$ cat src/hdl/menv_pkg.sv
// Shared types, codes and the envelope compare for the message envelope matcher.
// No dependencies.
package menv_pkg;

    localparam int REQ_DEPTH_DEF = 16;
    localparam int HDR_DEPTH_DEF = 16;

    typedef struct packed {
        logic [7:0]  handle;
        logic [15:0] epoch;
        logic [15:0] context_req;
        logic [15:0] source;
        logic [14:0] destination;
        logic [15:0] tag;
    } t_env;

    typedef enum logic [1:0] {
        F_POST_REQ = 2'd0,
        F_POST_HDR = 2'd1,
        F_PROGRESS = 2'd2,
        F_UNUSED   = 2'd3
    } t_func;

    typedef enum logic [2:0] {
        K_ACCEPTED = 3'd0,
        K_NOMATCH  = 3'd1,
        K_MATCHED  = 3'd2,
        K_FLUSHED  = 3'd3,
        K_STALE    = 3'd4,
        K_FULL     = 3'd5
    } t_kind;

    typedef enum logic [1:0] {
        CFG_EPOCH    = 2'd0,
        CFG_CLEANUP  = 2'd1,
        CFG_ANY_SRC  = 2'd2,
        CFG_ANY_TAG  = 2'd3
    } t_cfg_idx;

    // Wildcards apply only on the request side; signed fields compare as raw bits.
    function automatic logic env_match(input t_env req, input t_env hdr,
                                       input logic [15:0] any_src,
                                       input logic [15:0] any_tag);
        logic ok;
        ok = (req.epoch == hdr.epoch) && (req.context_req == hdr.context_req) &&
             (req.destination == hdr.destination) &&
             ((req.source == any_src) || (req.source == hdr.source)) &&
             ((req.tag == any_tag) || (req.tag == hdr.tag));
        return ok;
    endfunction

endpackage

$ cat src/hdl/menv_cell.sv
// One queue slot: holds an envelope, loads a new one or takes its neighbor's.
// Depends on menv_pkg.
module menv_cell
    import menv_pkg::*;
(
    input  logic i_clk,
    input  logic i_load,
    input  logic i_shift,
    input  t_env i_new,
    input  t_env i_next,
    output t_env o_ent
);

    t_env r_ent;

    always_ff @(posedge i_clk) begin
        if (i_shift) begin
            r_ent <= i_next;
        end else if (i_load) begin
            r_ent <= i_new;
        end
    end

    assign o_ent = r_ent;

endmodule

$ cat src/hdl/menv_queue.sv
// Ordered queue built as a row of menv_cell slots, oldest in slot 0.
// Removal at any slot closes the gap by shifting the younger slots down.
// Depends on menv_pkg and menv_cell.
module menv_queue
    import menv_pkg::*;
#(
    parameter int DEPTH = REQ_DEPTH_DEF,
    localparam int CW = $clog2(DEPTH + 1),
    localparam int IW = (DEPTH > 1) ? $clog2(DEPTH) : 1
) (
    input  logic          i_clk,
    input  logic          i_rst_n,
    input  logic          i_push,
    input  t_env          i_new,
    input  logic          i_pop,
    input  logic [IW-1:0] i_pop_idx,
    output t_env          o_ent [DEPTH],
    output logic [CW-1:0] o_count
);

    logic [CW-1:0] r_count;

    always_ff @(posedge i_clk) begin
        if (!i_rst_n) begin
            r_count <= '0;
        end else if (i_push) begin
            r_count <= r_count + 1'b1;
        end else if (i_pop) begin
            r_count <= r_count - 1'b1;
        end
    end

    for (genvar k = 0; k < DEPTH; k++) begin : g_cell
        t_env w_next;
        if (k < DEPTH - 1) begin : g_mid
            assign w_next = o_ent[k+1];
        end else begin : g_end
            assign w_next = o_ent[k];
        end
        menv_cell u_cell (
            .i_clk   (i_clk),
            .i_load  (i_push && (r_count == CW'(k))),
            .i_shift (i_pop && (IW'(k) >= i_pop_idx)),
            .i_new   (i_new),
            .i_next  (w_next),
            .o_ent   (o_ent[k])
        );
    end

    assign o_count = r_count;

endmodule

$ cat config.mk
export PLATFORM = sky130hd
export DESIGN_NAME = menv_queue
export DESIGN_NICKNAME = d
export VERILOG_FILES = /design/src/hdl/menv_pkg.sv /design/src/hdl/menv_cell.sv /design/src/hdl/menv_queue.sv
export SDC_FILE = /design/constraint.sdc
export NUM_CORES = 1
export LEC_CHECK = 0
export ABC_AREA = 0
export BUFFER_PORTS_ARGS = -buffer_cell sky130_fd_sc_hd__buf_2
export CORE_AREA = 2 2 579 581
export DETAILED_ROUTE_END_ITERATION = 10
export DIE_AREA = 0 0 581 583
export SETUP_SLACK_MARGIN = 0.02
export SYNTH_ARGS = -nofsm -noshare
export SYNTH_HDL_FRONTEND = slang
export SYNTH_HIERARCHICAL = 1
export SYNTH_SLANG_ARGS = --single-unit
$ cat constraint.sdc
create_clock -name i_clk -period 4.4 [get_ports i_clk]
set_input_delay 0.66 -clock i_clk [delete_from_list [all_inputs] [get_ports i_clk]]
set_output_delay 0.66 -clock i_clk [all_outputs]
set_load 0.02 [all_outputs]
==> results.cfg <==
[status]
status = finished clean

[power_and_ir_drop]
power_switching_mw = 10.5
p_per_area_mw_per_mm2 = 462
ir_drop_v = 0.000370
p_leak_nw = 29.0
clkPwrFrac_pct = 39.6
intPower_mw = 26.0
switching_share_pct = 28.8
pwr-share-seq_pct = 45.7
pwr-share-comb_pct = 14.7

[global_routing]
grt_max_degree = 88
overflow = 0
grt_pass1_vias = 38000
grt_pass1_wl_mm = 388
globalRouteTotalUtil_pct = 17.0
antenna_found_initial = 54

[clock_network]
post_cts_resized = 0
cts-root-buf = clkbuf_16
worstSkewPairLatency_ns = 0.86
cts_buffers = 172
cts_tree = built
cts_buffer_depth = 4
htree_num_levels = 4
clk_pin_slew_ns = 0.07
cts.sinks = 1397

[logic_synthesis]
syn_inst = 3042
yosysSeqAreaShare_pct = 69.2
synthesis.nets = 3143
yosysWarnings = 6
synthDistinctLibCells = 37
synth-seq-cells = 1397
syn_area_mm2 = 0.0605
synth.avg_cell_area_um2 = 19.9

[detailed_routing]
drt_wl_total_mm = 302
via_per_inst = 4.20
drc = 0
via_count = 38500
dr.pass1.iters = 5
drtIter0Drc = 3644
drtAntennaViolNets = 0
wl_per_cell_um = 33.0

[setup_path]
r2r_cells = 6
r2r-end = g_cell[7].u_cell/o_ent[86]
startpoint_type = register
crit_path_end_kind = register
crit_slowest_cell = or2_4
reg2reg_from = o_count[2]
required_ns = 4.88
ff2ff_setup_slack_ns = 1.72
crit_buf_inv = 3
slowest_delay_ns = 0.58
criticalPathCategory = reg2reg
crit_family = simple AND/OR/NAND/NOR gates
arrival_ns = 3.15
crit_fanout = 37
crit_chain = inv_2, nor4b_2, buf_4, and2_1, or2_4, buf_12

[sta]
finalHoldViolCount = 0
layout_setup_ws_ns = 1.72
rsz0062_at_grt = no
slew_violations = 0
setup_viol = 0
slew-limit-headroom_pct = 34.7
finalSetupTns_ns = 0
finalCriticalPeriod_ns = 2.68
tightest_slew_ns = 0.980
fin_crit_sh_pct = 60.8
max_freq_mhz = 374
finalClockSkew_ns = 0.0495

[finish]
area_growth_pct = 30.8
drive_gt1_share_pct = 68.0
layout_commonest_cell = buf_2
layout_common_cells = 1490 x buf_2, 1392 x edfxtp_1, 1088 x mux2_2
nFillCells = 34600
nets = 4722

[hold_path]
min_from = i_push
hold_path_class = in2reg
min_path_cells = 2
min_to = o_count[4]

[placement]
place.port_buffers = 1491
hpwl_mm = 229
gp_congestion = 0.919
place_ws_ns = 0.918

[floorplanning]
die_x_um = 581
num_rows = 212
design.core.area_mm2 = 0.332
start_util_pct = 18.2
io_pins = 1492
die_h_um = 583
die_area_mm2 = 0.339

[run]
cap_violations = 0
-- area by class of cell --
cell class | count | area (um2) | area share, %
sequential | 1397 | 41900 | 52.9
clock buffer | 209 | 4450 | 5.63
antenna | 19 | 47.5 | 0.0601
timing repair buffer | 1567 | 8560 | 10.8
clock inverter | 94 | 1090 | 1.38
tap | 4387 | 5490 | 6.94
multi-input combinational | 1475 | 17600 | 22.2
inverter | 8 | 45.0 | 0.0569
-- power groups by stage --
stage / logic, mW / clock network (mW) / registers [mW]
after global placement: 5.36 / 0 / 16.9
after CTS: 5.43 / 14.9 / 16.7
final: 5.35 / 14.5 / 16.7
after detailed placement: 5.42 / 0 / 17.0
after global routing: 5.57 / 15.4 / 16.8
after floorplan: 1.86 / 0 / 17.7
-- layer usage --
layer	share of wire [%]	track usage, %	wire length (um)
met1	37	19.7	113000
met3	8.8	4.80	26700
met2	49	29.3	147000
met5	0.021	0	64
met4	5.0	6.94	15100
-- sequential cells by signal, indices dropped and copies added, names as in the netlist --
name                 count
g_cell.u_cell/o_ent   1392
o_count                  5
-- stage by stage --
step	power (mW)	util (%)	std cells	hold slack [ns]	cell area [um2]
3_5_place_dp	22.4	22.1	8833	0.557	73500
3_3_place_gp	22.3	22.1	8833	0.554	73500
4_1_cts	37.1	23.8	9137	0.115	79100
6_report	36.5	23.8	9156	0.239	79100
5_1_grt	37.7	23.8	9138	0.203	79100
2_1_floorplan	19.5	-	3042	0.602	60500
-- worst reg2reg max path: cells and delay by family (launching register included) --
family	cells	cell delay, ns
DFF	1	0.52
and+or+nand+nor	3	1.03
buffers and inverters	3	0.63
-- synthesized netlist by cell type, drive strengths merged --
library cell  count  area (um2)
edfxtp         1392       41800
mux2           1392       16800
buf             161        1210
or2              18         113
and2             17         106
inv               8        30.0
ha                6        75.1
nand2             6        22.5
a21oi             5        25.0
dfxtp             5         100
nor2              4        15.0
a31oi             2        12.5
nand2b            2        12.5
nor3              2        10.0
nor4b             2        30.0
o21ai             2        10.0
xnor2             2        17.5
a211oi            1        7.51
a221oi            1        8.76
a41oi             1        8.76
and3              1        6.26
and3b             1        8.76
and4              1        8.76
and4bb            1        12.5
clkbuf            1        3.75
mux2i             1        10.0
nand3             1        5.00
nand3b            1        7.51
nor2b             1        6.26
nor3b             1        7.51
nor4              1        6.26
o211a             1        10.0
o21a              1        7.51
-- worst max path at each step --
stage,from,to,slack (ns),cells past startpoint
after floorplan,i_pop_idx[1],g_cell[8].u_cell/o_ent[0],0.30,7
after global placement,i_pop_idx[3],g_cell[3].u_cell/o_ent[1],0.94,6
after detailed placement,i_pop_idx[3],g_cell[3].u_cell/o_ent[1],0.92,6
after CTS,g_cell[8].u_cell/o_ent[56],o_ent[665],1.68,1
after global routing,o_count[3],g_cell[8].u_cell/o_ent[86],1.64,5
final,o_count[2],g_cell[7].u_cell/o_ent[86],1.72,6
-- cell families (layout without fill, tap and decap cells) --
kind of cell    count (synthesis)  in the layout  share of synthesized area (%)
flops                        1397           1397                           69.2
mux                          1393           1393                           27.8
buf+inv                       170           1878                           2.05
simple gates                   60             60                          0.624
compound gates                 14             14                          0.149
fa+ha+maj                       6              6                          0.124
xor+xnor                        2              2                         0.0289
other cells                     0             19                              0
-- repair_timing --
| action | 4_1_cts | 5_1_grt |
|---|---|---|
| buffers inserted | 0 | 0 |
| endpoints found under the hold margin | 1 | 0 |
| hold buffers | 1 | 0 |
Note: power is estimated with default switching activity, not from simulation.
